--- src/design/esc_command_byte_parser_unit_defines.svh ---
// Assertion helpers used by the parser RTL.
`ifndef ESC_COMMAND_BYTE_PARSER_UNIT_DEFINES_SVH
`define ESC_COMMAND_BYTE_PARSER_UNIT_DEFINES_SVH

// Same-cycle implication, off while reset is high.
`define ESCP_ASSERT_NOW(label, clk, rst, ante, cons) \
  label: assert property (@(posedge clk) disable iff (rst) (ante) |-> (cons)) \
    else $error("escp: same-cycle check failed");

// Next-cycle implication, off while reset is high.
`define ESCP_ASSERT_NEXT(label, clk, rst, ante, cons) \
  label: assert property (@(posedge clk) disable iff (rst) (ante) |=> (cons)) \
    else $error("escp: next-cycle check failed");

`endif

--- src/design/escp_pkg.sv ---
`default_nettype none
package escp_pkg;

  localparam logic [7:0] CH_ESC   = 8'h1B;
  localparam logic [7:0] CH_COMMA = 8'h2C;
  localparam logic [7:0] CH_ZERO  = 8'h30;
  localparam logic [7:0] CH_NINE  = 8'h39;

  localparam int unsigned ACC_W = 10;
  localparam int unsigned PROD_W = 14;  // 1023 * 10 + 9 fits
  localparam logic [ACC_W-1:0] ACC_MAX = 10'd1023;
  localparam logic signed [8:0] WG_ALL = -9'sd1;

  // register word index (byte address / 4)
  localparam logic [0:0] REG_NUM_WG = 1'b0;

  typedef enum logic [1:0] {
    ST_IDLE     = 2'd0,
    ST_DIGITS   = 2'd1,
    ST_CMD_WAIT = 2'd2,
    ST_CMD_BODY = 2'd3
  } escp_state_t;

  typedef struct packed {
    escp_state_t       state;
    logic [ACC_W-1:0]  acc;
    logic signed [8:0] workgroup;
    logic [7:0]        first_byte;
  } escp_ctx_t;

  typedef struct packed {
    logic              part_of_command;
    logic              command_done;
    logic [7:0]        command_byte;
    logic signed [8:0] target_workgroup;
  } escp_res_t;

endpackage
`default_nettype wire

--- src/design/escp_step.sv ---
`default_nettype none
// One byte through the parser: next context and the result for that byte.
module escp_step import escp_pkg::*; (
  input  wire escp_ctx_t  ctx,
  input  wire logic [7:0] byte_in,
  input  wire logic [7:0] num_workgroups,
  output escp_ctx_t       ctx_next,
  output escp_res_t       res
);

  logic              is_esc;
  logic              is_comma;
  logic              is_digit;
  logic [3:0]        digit;
  logic [PROD_W-1:0] prod;
  logic [ACC_W-1:0]  acc_sat;
  logic              wg_ok;

  assign is_esc   = (byte_in == CH_ESC);
  assign is_comma = (byte_in == CH_COMMA);
  assign is_digit = (byte_in >= CH_ZERO) && (byte_in <= CH_NINE);
  assign digit    = 4'(byte_in - CH_ZERO);

  // acc * 10 as two shifts, then saturate
  assign prod    = PROD_W'({ctx.acc, 3'b000}) + PROD_W'({ctx.acc, 1'b0}) + PROD_W'(digit);
  assign acc_sat = (prod > PROD_W'(ACC_MAX)) ? ACC_MAX : prod[ACC_W-1:0];
  assign wg_ok   = (ctx.acc < {2'b00, num_workgroups});

  always_comb begin
    ctx_next = ctx;
    res      = '0;
    unique case (ctx.state)
      ST_IDLE: begin
        if (is_esc) begin
          ctx_next.workgroup = WG_ALL;
          ctx_next.state     = ST_CMD_WAIT;
        end else if (is_digit) begin
          ctx_next.acc       = ACC_W'(digit);
          ctx_next.state     = ST_DIGITS;
          res.part_of_command = 1'b1;
        end
      end
      ST_DIGITS: begin
        res.part_of_command = 1'b1;
        if (is_esc) begin
          if (wg_ok) begin
            ctx_next.workgroup = $signed(ctx.acc[8:0]);
            ctx_next.state     = ST_CMD_WAIT;
          end else begin
            ctx_next.state = ST_IDLE;
          end
        end else if (is_digit) begin
          ctx_next.acc = acc_sat;
        end else begin
          ctx_next.state = ST_IDLE;
        end
      end
      ST_CMD_WAIT: begin
        res.part_of_command = 1'b1;
        if (!is_comma && !is_esc) begin
          ctx_next.first_byte = byte_in;
          ctx_next.state      = ST_CMD_BODY;
        end else begin
          ctx_next.state = ST_IDLE;
        end
      end
      ST_CMD_BODY: begin
        res.part_of_command = 1'b1;
        if (is_comma || is_esc) begin
          res.command_done     = 1'b1;
          res.command_byte     = ctx.first_byte;
          res.target_workgroup = ctx.workgroup;
          ctx_next.state       = is_comma ? ST_IDLE : ST_CMD_WAIT;
        end
      end
      default: ctx_next = ctx;
    endcase
  end

endmodule
`default_nettype wire

--- src/design/esc_command_byte_parser_unit.sv ---
`default_nettype none
// Escape-command byte parser.
// Input channel: byte_valid / byte_ready with byte_in, one received byte per
//   transaction. Output channel: result_valid / result_ready with
//   part_of_command, command_done, command_byte and target_workgroup; exactly
//   one result transaction per input byte, in order.
// Pipeline: a byte that is taken sits in the input register; it is parsed and
//   its result is loaded into the result register when the input register moves on.
// Throughput: one byte per cycle while results are taken, set by the single
//   parser step between the input and result registers; the parser context
//   is updated in that step, so back-to-back bytes see each other's effect.
// Stall: while result_ready is low the result register holds; an empty
//   input register still takes one more byte, then byte_ready stays low
//   until the result is taken (it rises in that same cycle).
// Reset (rst, synchronous): both stages empty, parser idle with workgroup -1
//   (all), num_workgroups = 1.
// APB port: num_workgroups at byte address 0; write only while the block
//   is idle. pready is tied high.
module esc_command_byte_parser_unit
  import escp_pkg::*;
(
  input  wire logic              clk,
  input  wire logic              rst,
  // APB configuration
  input  wire logic              psel,
  input  wire logic              penable,
  input  wire logic              pwrite,
  input  wire logic [2:0]        paddr,
  input  wire logic [31:0]       pwdata,
  output logic [31:0]            prdata,
  output logic                   pready,
  // byte input
  input  wire logic              byte_valid,
  output logic                   byte_ready,
  input  wire logic [7:0]        byte_in,
  // result output
  output logic                   result_valid,
  input  wire logic              result_ready,
  output logic                   part_of_command,
  output logic                   command_done,
  output logic [7:0]             command_byte,
  output logic signed [8:0]      target_workgroup
);

`include "esc_command_byte_parser_unit_defines.svh"

  logic [7:0] num_workgroups;
  logic       s1_valid;
  logic [7:0] s1_byte;
  escp_ctx_t  ctx;
  escp_ctx_t  ctx_next;
  escp_res_t  res;
  logic       advance;
  logic       cfg_write;

  // ---- configuration ----
  assign pready    = 1'b1;
  assign cfg_write = psel && penable && pwrite && pready;
  assign prdata    = (paddr[2:2] == REG_NUM_WG) ? {24'b0, num_workgroups} : 32'b0;

  always_ff @(posedge clk) begin
    if (rst) begin
      num_workgroups <= 8'd1;
    end else if (cfg_write && (paddr[2:2] == REG_NUM_WG)) begin
      num_workgroups <= pwdata[7:0];
    end
  end

  // ---- handshake ----
  // input register moves on whenever the result register is free or draining
  assign advance    = s1_valid && (!result_valid || result_ready);
  assign byte_ready = !s1_valid || advance;

  always_ff @(posedge clk) begin
    if (rst) begin
      s1_valid <= 1'b0;
    end else if (byte_ready) begin
      s1_valid <= byte_valid;
    end
  end

  always_ff @(posedge clk) begin
    if (byte_ready && byte_valid) begin
      s1_byte <= byte_in;
    end
  end

  // ---- parser step ----
  escp_step u_step (
    .ctx            (ctx),
    .byte_in        (s1_byte),
    .num_workgroups (num_workgroups),
    .ctx_next       (ctx_next),
    .res            (res)
  );

  always_ff @(posedge clk) begin
    if (rst) begin
      ctx.state      <= ST_IDLE;
      ctx.acc        <= '0;
      ctx.workgroup  <= WG_ALL;
      ctx.first_byte <= 8'd0;
    end else if (advance) begin
      ctx <= ctx_next;
    end
  end

  // ---- result register ----
  always_ff @(posedge clk) begin
    if (rst) begin
      result_valid <= 1'b0;
    end else if (advance) begin
      result_valid <= 1'b1;
    end else if (result_ready) begin
      result_valid <= 1'b0;
    end
  end

  always_ff @(posedge clk) begin
    if (advance) begin
      part_of_command  <= res.part_of_command;
      command_done     <= res.command_done;
      command_byte     <= res.command_byte;
      target_workgroup <= res.target_workgroup;
    end
  end

  // ---- checks ----
  `ESCP_ASSERT_NOW(a_done_is_part, clk, rst, result_valid && command_done, part_of_command)
  `ESCP_ASSERT_NOW(a_no_event_zero, clk, rst, result_valid && !command_done, (command_byte == 8'd0) && (target_workgroup == 9'sd0))
  `ESCP_ASSERT_NEXT(a_ctx_holds, clk, rst, !advance, $stable(ctx))
  `ESCP_ASSERT_NEXT(a_s1_holds, clk, rst, s1_valid && !advance, s1_valid && $stable(s1_byte))

endmodule
`default_nettype wire
--- config.mk ---
export PLATFORM = sky130hd
export DESIGN_NAME = esc_command_byte_parser_unit
export DESIGN_NICKNAME = d
export VERILOG_FILES = /design/src/design/escp_pkg.sv /design/src/design/escp_step.sv /design/src/design/esc_command_byte_parser_unit.sv
export VERILOG_INCLUDE_DIRS = /design/src /design/src/design
export SDC_FILE = /design/constraint.sdc
export NUM_CORES = 1
export LEC_CHECK = 0
export ABC_AREA = 1
export BUFFER_PORTS_ARGS = -buffer_cell sky130_fd_sc_hd__buf_2
export CAP_MARGIN = 0
export CORE_MARGIN = 3
export CORE_UTILIZATION = 40
export CTS_CLUSTER_SIZE = 14
export DETAILED_ROUTE_END_ITERATION = 16
export HOLD_SLACK_MARGIN = 0.03
export PLACE_DENSITY = 0.69
export SLEW_MARGIN = 10
export SYNTH_ARGS = -nofsm -noshare
export SYNTH_HDL_FRONTEND = slang
export SYNTH_SLANG_ARGS = --single-unit
--- constraint.sdc ---
create_clock -name clk -period 6.6 [get_ports clk]
set_clock_uncertainty 0.15 [all_clocks]
set_input_delay 0.66 -clock clk [delete_from_list [all_inputs] [get_ports clk]]
set_output_delay 0.66 -clock clk [all_outputs]
set_load 0.01 [all_outputs]
==> results of run 1 <==
-- worst max-delay path, cell delays in order (launching register included) --
cell and delay (ns):
edfxtp_1 0.52, fa_1 0.57, fa_1 0.51, nand2_1 0.10, nand2_1 0.07, nand3_1 0.08, nand2_1 0.08, nand2_1 0.10
nand2_4 0.07, nor2_8 0.14, nand3_4 0.09, nand2_4 0.08, nand3_1 0.06, nand2_1 0.06, inv_1 0.03
-- path summary, 6_finish.rpt --
check                                to  slack [ns]
worst min-delay path             ctx[4]        0.31
worst min register to register   ctx[4]        0.31
worst max-delay path            ctx[18]        3.77
worst max register to register  ctx[18]        3.77
-- per-layer routing --
layer / vias to the layer above / wire [µm]
met5: - / 0
met4: 0 / 113
met3: 13 / 319
met2: 77 / 3730
met1: 1386 / 3380
li1: 1625 / -
-- power groups by stage --
stage / Sequential, µW / Clock (µW) / Combinational (µW)
global route: 441 / 357 / 61.5
finish: 440 / 330 / 54.2
floorplan: 451 / 0 / 44.8
CTS: 440 / 338 / 54.5
global placement: 449 / 0 / 53.2
detailed placement: 450 / 0 / 54.1
-- layout make-up --
cell class	count	area [µm²]
clock buffer	9	124
fill	920	5030
inverter	73	279
clock inverter	7	68.8
tap	129	161
timing repair buffer	52	260
multi-input combinational	338	1940
sequential	66	1590
-- cells in the final DEF (no fill, tap or decap) --
master,instances
nor2_8,2
conb_1,25
edfxtp_1,27
nand2_4,5
bufinv_16,1
inv_1,64
inv_4,2
xnor2_1,3
a21oi_2,7
nor2_1,60
a211oi_2,1
dfxtp_1,39
buf_2,52
clkbuf_8,9
o22ai_1,1
o211ai_2,3
clkinv_2,3
nand2_1,85
o211ai_1,1
or2_4,1
nand3b_1,3
and3_1,1
nand3_1,15
o21ai_1,3
inv_6,1
nand4_1,11
and2_1,2
o21ai_2,4
clkinvlp_4,2
nand2_2,9
nor2_4,4
nand3_4,1
xor2_1,1
fa_1,2
o21ai_0,22
a21oi_1,32
or2_0,2
nor2_2,6
inv_2,7
ha_1,26
-- per-stage QoR --
step           cell area (µm²)  util, %  worst slack [ns]  std cells  total power, µW
6_report                  4430     46.8              3.77        674              824
5_1_grt                   4430     46.8              3.57        674              860
4_1_cts                   4430     46.8              3.74        674              833
3_5_place_dp              4240     44.8              3.75        658              504
3_3_place_gp              4240     44.8              3.79        658              502
2_1_floorplan             4060        -              4.02        512              496
-- kinds of logic after synthesis --
family	share of synthesized area [%]
AO/OA/AOI/OAI	11.2
XOR/XNOR	0.881
adder cells (fa/ha/maj)	9.19
buffers and inverters	13.3
flip-flops	40.0
other	0.189
AND/OR/NAND/NOR	25.2
-- state kept, by name, summed over array words and instances, names as in the netlist --
register,cells
target_workgroup,9
s1_valid,1
s1_byte,8
num_workgroups,8
command_byte,8
ctx,29
result_valid,1
part_of_command,1
command_done,1
==> flow_metrics.env, run 1 <==
export IMPL_dieHeight_um=106
export IMPL_yosys_cell_count_top_type="nand2_1"
export IMPL_critPathCaptureType="register"
export IMPL_wl_um=7540
export IMPL_first_pass_iters=4
export IMPL_die_width_um=106
export IMPL_antenna_found_initial=0
export IMPL_worstPathMaxFanout=7
export IMPL_gp_congestion=0.832
export IMPL_ant_nets=0
export IMPL_clock_power_share_pct=40.0
export IMPL_synth_seq_cells=66
export IMPL_power_frac_seq_pct=53.4
export IMPL_netSwitchingFraction_pct=24.2
export IMPL_internal_power_uw=625
export IMPL_final_max_slew_viol_count=0
export IMPL_avgSynthCellArea_um2=8.13
export IMPL_power_switching_uw=199
export IMPL_htree_num_levels=3
export IMPL_ys_types=38
export IMPL_syn_inst=489
export IMPL_synthTopCellsByArea="edfxtp_1 20%, dfxtp_1 20%, ha_1 8.2%, nand2_1 8.0%, inv_1 6.0%"
export IMPL_ys_flop_type="dfxtp_1"
export IMPL_post_cts_buffers=0
export IMPL_synth_edf_count=27
export IMPL_p_per_area_nw_per_um2=186
export IMPL_synth_top_cells_by_count="85 x nand2_1, 64 x inv_1, 60 x nor2_1"
export IMPL_p_comb_share_pct=6.6
export IMPL_start_util_pct=42.0
export IMPL_design_core_area_um2=9460
export IMPL_rsz0062_at_grt="false"
export IMPL_worstSetupStartpoint="s1_byte[3]"
export IMPL_netlist_area_um2=3980
export IMPL_cts_root_buf="clkbuf_8"
export IMPL_use_met2_pct=23.5
export IMPL_start_kind="register"
export IMPL_r2r_start="s1_byte[3]"
export IMPL_grt_busiest_layer="met2"
export IMPL_vias_per_cell=4.60
export IMPL_drt_iter0_markers=120
export IMPL_slew_headroom_pct=47.3
export IMPL_grt_overflow=0
export IMPL_hold_depth=2
export IMPL_async_reset_ff_share_pct=0
export IMPL_yosysSeqAreaShare_pct=40.0
export IMPL_wl_per_cell_um=11.2
export IMPL_yosys_area_top_type="edfxtp_1"
export IMPL_diodes=0
export IMPL_worstMarginPinSlew_ns=0.790
export IMPL_holdCritPathClass="reg -> reg"
export IMPL_critPathArrivalTime_ns=2.93
export IMPL_finalSetupViolations=0
export IMPL_clock_latency_ns=0.34
export IMPL_dr_total_vias=3101
export IMPL_synth_top_area_share_pct=20.4
export IMPL_dp_hpwl_um=5850
export IMPL_fin_crit_sh_pct=42.9
export IMPL_maxCapViolCount=0
export IMPL_reg2reg_depth=14
export IMPL_period_needed_ns=2.83
export IMPL_drc=0
export IMPL_ys_warn_count=0
export IMPL_cts_hold_buf=0
export IMPL_clockBufferDepth=2
export IMPL_power_leakage_uw=0.00225
export IMPL_critical_path_class="reg -> reg"
export IMPL_max_freq_mhz=353
export IMPL_nNetsFinal=618
export IMPL_grt_max_degree=22
export IMPL_fin_setup_tns_ns=0
export IMPL_numClockSinks=66
export IMPL_cts_clk_slew_worst_paths_ns=0.08
export IMPL_num_rows=35
export IMPL_io_pins=104
export IMPL_syn_to_final_growth_pct=11.4
export IMPL_whs_ns=0.312
export IMPL_portBuffers=52
export IMPL_crit_required_ns=6.70
export IMPL_grt_pass1_vias=2891
export IMPL_cts_tree="yes"
export IMPL_grt_pass1_wl_um=12700
export IMPL_ctsResizeCount=0
export IMPL_min_from="ctx[4]"
export IMPL_finalHoldViolCount=0
export IMPL_use_met3_pct=2.88
export IMPL_drive_gt1_share_pct=22.0
export IMPL_numCtsBuffers=9
export IMPL_grt_util_met1_pct=16.7
export IMPL_ir_worst_vdd_mv=0.0765
export IMPL_outcome="complete, no violations"
export IMPL_die_area_um2=11200
export IMPL_grt_usage_pct=13.9
(Power assumes the default switching activity.)
==> run 2: changes to the inputs <==
PLACE_DENSITY = 0.72   (was 0.69)
clock period = 2.5 ns   (was 6.6 ns; I/O delays follow)
==> run 2 against run 1 <==
The flow now finishes with violations (setup timing). Non-clock buffer count is 32 higher. Worst hold slack worse by 0.26 ns. Critical path depth stayed put. Register-to-register slack worse by 3.8 ns. Clock power grew to 3.3 times the previous value. Final cell count is 4.7% higher. Combinational power grew to 3.3 times the previous value. Sequential share of layout area is 3.1 points lower. Setup slack worse by 3.8 ns. Critical path type unchanged. Critical endpoint unchanged.
==> flow_metrics.env, run 2 (synthesis results as in run 1) <==
export IMPL_reg_largest_list="ctx: 29 flops, target_workgroup: 9 flops"
export IMPL_internal_power_uw=1890
export IMPL_vias_per_cell=4.59
export IMPL_antenna_found_initial=0
export IMPL_placed_area_um2=4370
export IMPL_start_kind="register"
export IMPL_cts_clk_slew_worst_paths_ns=0.08
export IMPL_whs_ns=0.0487
export IMPL_crit_required_ns=2.60
export IMPL_nNetsFinal=650
export IMPL_num_rows=35
export IMPL_htree_num_levels=3
export IMPL_final_max_slew_viol_count=0
export IMPL_final_cell_mix="81 x nand2_1, 64 x inv_1, 60 x nor2_1, 52 x buf_2, 38 x dfxtp_1"
export IMPL_power_frac_seq_pct=47.6
export IMPL_stdcell_count=706
export IMPL_clockBufferDepth=2
export IMPL_top_register="ctx"
export IMPL_drc=0
export IMPL_grt_usage_pct=14.6
export IMPL_worstSetupStartpoint="s1_byte[3]"
export IMPL_p_comb_share_pct=7.3
export IMPL_worstMarginPinSlew_ns=0.595
export IMPL_min_from="pwdata[2]"
export IMPL_ant_nets=0
export IMPL_diodes=0
export IMPL_outcome="finished, violations left"
export IMPL_wl_um=8030
export IMPL_die_width_um=106
export IMPL_dp_hpwl_um=6020
export IMPL_period_needed_ns=2.52
export IMPL_portBuffers=52
export IMPL_die_area_um2=11200
export IMPL_grt_max_degree=22
export IMPL_slowest_delay_ns=0.52
export IMPL_post_route_cell_area_um2=4850
export IMPL_dp_cells=676
export IMPL_design_core_area_um2=9460
export IMPL_dieHeight_um=106
export IMPL_max_freq_mhz=397
export IMPL_cpMaxStageDelayCell="fa_2"
export IMPL_numClockSinks=66
export IMPL_drt_iter0_markers=135
export IMPL_worstPathCellList="fa_2 > fa_2 > nand2_2 > nand2_2 > nand3_2 > nand2_2 > nand2_2 > nand2_4 > nor2_8 > nand3_4 > nand2_4 > nand3_2 > nand2_1 > inv_1"
export IMPL_hold_depth=3
export IMPL_holdCritPathClass="in -> reg"
export IMPL_maxCapViolCount=0
export IMPL_fin_ws_ns=-0.0181
export IMPL_numCtsBuffers=9
export IMPL_rsz0062_at_grt="true"
export IMPL_finalHoldViolCount=0
export IMPL_cts_tree="yes"
export IMPL_wl_per_cell_um=11.4
export IMPL_clock_latency_ns=0.34
export IMPL_syn_to_final_growth_pct=21.9
export IMPL_power_leakage_uw=0.00242
export IMPL_cpMostUsedCell="nand2_2"
export IMPL_worstPathMaxFanout=7
export IMPL_ir_worst_vdd_mv=0.371
export IMPL_io_pins=104
export IMPL_clock_power_share_pct=45.2
export IMPL_grt_overflow=0
export IMPL_netSwitchingFraction_pct=22.6
export IMPL_drive_gt1_share_pct=27.4
export IMPL_gp_congestion=0.810
export IMPL_power_switching_uw=550
export IMPL_finalSetupViolations=2
export IMPL_p_per_area_nw_per_um2=503
export IMPL_reg2reg_depth=14
export IMPL_largest_register_ffs=29
export IMPL_critical_path_class="reg -> reg"
export IMPL_grt_pass1_vias=3083
export IMPL_fin_crit_sh_pct=101
export IMPL_critPathArrivalTime_ns=2.62
export IMPL_dr_total_vias=3244
export IMPL_grt_pass1_wl_um=13500
export IMPL_r2r_start="s1_byte[3]"
export IMPL_first_pass_iters=4
export IMPL_start_util_pct=42.0
export IMPL_cts_root_buf="clkbuf_8"
export IMPL_slew_headroom_pct=60.3
export IMPL_layout_cells_most_common="nand2_1"
export IMPL_violations="setup timing"
export IMPL_critPathCaptureType="register"
[run 2: path summary, 6_finish.rpt]
kind | slack (ns) | to
worst min register to register | 0.31 | ctx[3]
worst max register to register | -0.02 | ctx[18]
worst max-delay path | -0.02 | ctx[18]
worst min-delay path | 0.05 | num_workgroups[2]
[run 2: critical path, delay by kind of cell (launching register included)]
kind	cells	cell delay (ns)
and+or+nand+nor	11	0.89
buffers and inverters	1	0.04
adders and majority gates	2	0.92
DFF	1	0.43
[run 2: power by group through the flow]
stage	registers (µW)	clock network [µW]	logic, µW
5_1_grt	1160	1160	200
4_1_cts	1160	1110	171
2_1_floorplan	1190	0	118
6_report	1160	1100	177
3_5_place_dp	1180	0	155
3_3_place_gp	1180	0	151
[run 2: area by class of cell]
class / count / area [µm²]
clock buffer: 9 / 124
timing repair buffer: 84 / 528
sequential: 66 / 1590
clock inverter: 7 / 125
tap: 129 / 161
inverter: 73 / 279
fill: 869 / 4610
multi-input combinational: 338 / 2040
[run 2: metrics by stage]
step	util (%)	setup WS, ns	total power (µW)	TNS (ns)
2_1_floorplan	-	0.00700	1310	0
3_3_place_gp	46.2	-0.0363	1330	-0.0862
3_5_place_dp	46.2	-0.0719	1340	-0.291
4_1_cts	50.4	0.0153	2440	0
5_1_grt	51.2	-0.145	2520	-0.859
6_report	51.2	-0.0181	2440	-0.0219
[run 2: repair_timing]
item                                    4_1_cts  5_1_grt
hold buffers                                 11        0
endpoints found under the setup margin        9       10
hold endpoints to repair                     11        0
resized for setup                             4       14
setup buffers                                 1        2
gates cloned                                  0        0
pin swaps                                     5       18
[run 2: metal layers]
metal,track usage (%),share of wire [%],vias up
met1,16.9,42,1477
met2,26.1,52,70
met5,0,0,-
li1,-,-,1689
met3,3.25,4.1,8
met4,5.46,1.2,0
==> run 3: changes to the inputs <==
PLACE_DENSITY = unset   (was 0.72)
PLACE_DENSITY_LB_ADDON = 0.05   (was unset)
==> run 3 against run 2 <==
The run now ends clean. Sequential share of layout area rose by 0.18 points. Utilization down 0.28 points. Largest cell class unchanged. Setup slack better by 0.033 ns. Count of clock-buffer cells in the layout up 1.
==> flow_metrics.env, run 3 (synthesis results as in run 1) <==
export IMPL_top_register="ctx"
export IMPL_grt_pass1_vias=2917
export IMPL_dr_total_vias=3136
export IMPL_worstSetupStartpoint="s1_byte[3]"
export IMPL_maxCapViolCount=0
export IMPL_slew_headroom_pct=58.1
export IMPL_cts_tree="yes"
export IMPL_outcome="complete, no violations"
export IMPL_numCtsBuffers=9
export IMPL_placed_area_um2=4370
export IMPL_dieHeight_um=106
export IMPL_preCtsSetupSlack_ns=-0.0620
export IMPL_reg2reg_depth=14
export IMPL_critical_path_class="reg -> reg"
export IMPL_critPathCaptureType="register"
export IMPL_first_pass_iters=4
export IMPL_stdcell_count=705
export IMPL_grt_usage_pct=15.3
export IMPL_wl_per_cell_um=11.7
export IMPL_die_area_um2=11200
export IMPL_ir_worst_vdd_mv=0.262
export IMPL_rr_endpoint="ctx[19]"
export IMPL_clock_latency_ns=0.33
export IMPL_cts_clk_slew_worst_paths_ns=0.07
export IMPL_cp_endpoint="ctx[19]"
export IMPL_grt_overflow=0
export IMPL_finalSetupViolations=0
export IMPL_final_cell_mix="81 x nand2_1, 64 x inv_1, 60 x nor2_1, 52 x buf_2, 38 x dfxtp_1"
export IMPL_r2r_start="s1_byte[3]"
export IMPL_design_core_area_um2=9460
export IMPL_num_rows=35
export IMPL_final_max_slew_viol_count=0
export IMPL_layout_cells_most_common="nand2_1"
export IMPL_largest_register_ffs=29
export IMPL_gp_congestion=0.790
export IMPL_rrSetupSlack_ns=0.02
export IMPL_fin_ws_ns=0.0154
export IMPL_ant_nets=0
export IMPL_max_freq_mhz=402
export IMPL_syn_to_final_growth_pct=21.2
export IMPL_start_kind="register"
export IMPL_numClockSinks=66
export IMPL_clockBufferDepth=2
export IMPL_period_needed_ns=2.48
export IMPL_cts_root_buf="clkbuf_8"
export IMPL_fin_crit_sh_pct=99.4
export IMPL_io_pins=104
export IMPL_fin_util_pct=51.0
export IMPL_vias_per_cell=4.45
export IMPL_critPathArrivalTime_ns=2.57
export IMPL_p_per_area_nw_per_um2=521
export IMPL_diodes=0
export IMPL_finalHoldViolCount=0
export IMPL_reg_largest_list="ctx: 29 flops, target_workgroup: 9 flops"
export IMPL_grt_max_degree=21
export IMPL_htree_num_levels=3
export IMPL_antenna_found_initial=0
export IMPL_worstMarginPinSlew_ns=0.627
export IMPL_holdCritPathClass="in -> reg"
export IMPL_fin_setup_tns_ns=0
export IMPL_portBuffers=52
export IMPL_start_util_pct=42.0
export IMPL_worstPathMaxFanout=7
export IMPL_die_width_um=106
export IMPL_dp_hpwl_um=6360
export IMPL_rsz0062_at_grt="true"
export IMPL_crit_required_ns=2.59
export IMPL_drc=0
export IMPL_dp_cells=676
export IMPL_num_fill_cells=946
export IMPL_grt_pass1_wl_um=13800
export IMPL_power_leakage_uw=0.00243
export IMPL_post_route_cell_area_um2=4820
export IMPL_wl_um=8220
export IMPL_nNetsFinal=649
export IMPL_drive_gt1_share_pct=26.4
export IMPL_drt_iter0_markers=95
[run 3: changes by cell type in the layout (fill, tap and decap cells not counted), moves of 2 or more]
cell / previous run / this run
clkinv_4: 3 / 1
ha_4: 4 / 2
nand3_1: 10 / 12
nand3_2: 5 / 3
[run 3: how the worst min path moves through the flow]
stage | startpoint | end | slack [ns] | depth (start not counted)
2_1_floorplan | byte_in[0] | s1_byte[0] | 0.20 | 0
3_3_place_gp | byte_in[0] | s1_byte[0] | 0.28 | 1
3_5_place_dp | byte_in[1] | s1_byte[1] | 0.28 | 1
4_1_cts | pwdata[3] | num_workgroups[3] | 0.04 | 3
5_1_grt | pwdata[2] | num_workgroups[2] | 0.06 | 3
6_report | pwdata[3] | num_workgroups[3] | 0.06 | 3
[run 3: final cells by class]
class / count / area (µm²) / share of cell area, %
clock buffer: 10 / 128 / 2.65
tap: 129 / 161 / 3.35
sequential: 66 / 1590 / 33.0
timing repair buffer: 83 / 520 / 10.8
multi-input combinational: 338 / 2000 / 41.5
inverter: 73 / 279 / 5.79
clock inverter: 6 / 138 / 2.86
[run 3: what timing repair did]
| item | CTS | global route |
|---|---|---|
| pin swaps | 5 | 15 |
| endpoints found under the hold margin | 11 | 0 |
| setup buffers | 0 | 2 |
| hold buffers | 11 | 0 |
| setup endpoints to repair | 9 | 10 |
| resized for setup | 4 | 9 |
[run 3: metal layers]
| metal | GRT usage [%] | up-vias | wire (µm) |
|---|---|---|---|
| met3 | 2.76 | 7 | 312 |
| met4 | 5.00 | 0 | 87 |
| met2 | 24.3 | 60 | 3800 |
| met1 | 21.1 | 1375 | 4030 |
| li1 | - | 1694 | - |
| met5 | 0 | - | 0 |
[run 3: metrics by stage]
stage          hold slack (ns)  total power [µW]
2_1_floorplan            0.199              1310
3_3_place_gp             0.278              1340
3_5_place_dp             0.279              1340
4_1_cts                 0.0351              2550
5_1_grt                 0.0613              2620
6_report                0.0559              2510
[run 3: critical path: stages (launching register included)]
cell	delay (ns)
edfxtp_1	0.42
fa_1	0.53
fa_2	0.39
nand2_2	0.07
nand2_2	0.06
nand3_2	0.08
nand2_2	0.07
nand2_2	0.09
nand2_4	0.07
nor2_8	0.13
nand3_4	0.08
nand2_4	0.09
nand3_2	0.06
nand2_1	0.07
inv_1	0.04
[run 3: power breakdown]
part | switching [µW] | internal [µW]
Combinational | 105 | 65.4
Clock | 415 | 769
Sequential | 12.6 | 1150
Total | 533 | 1980
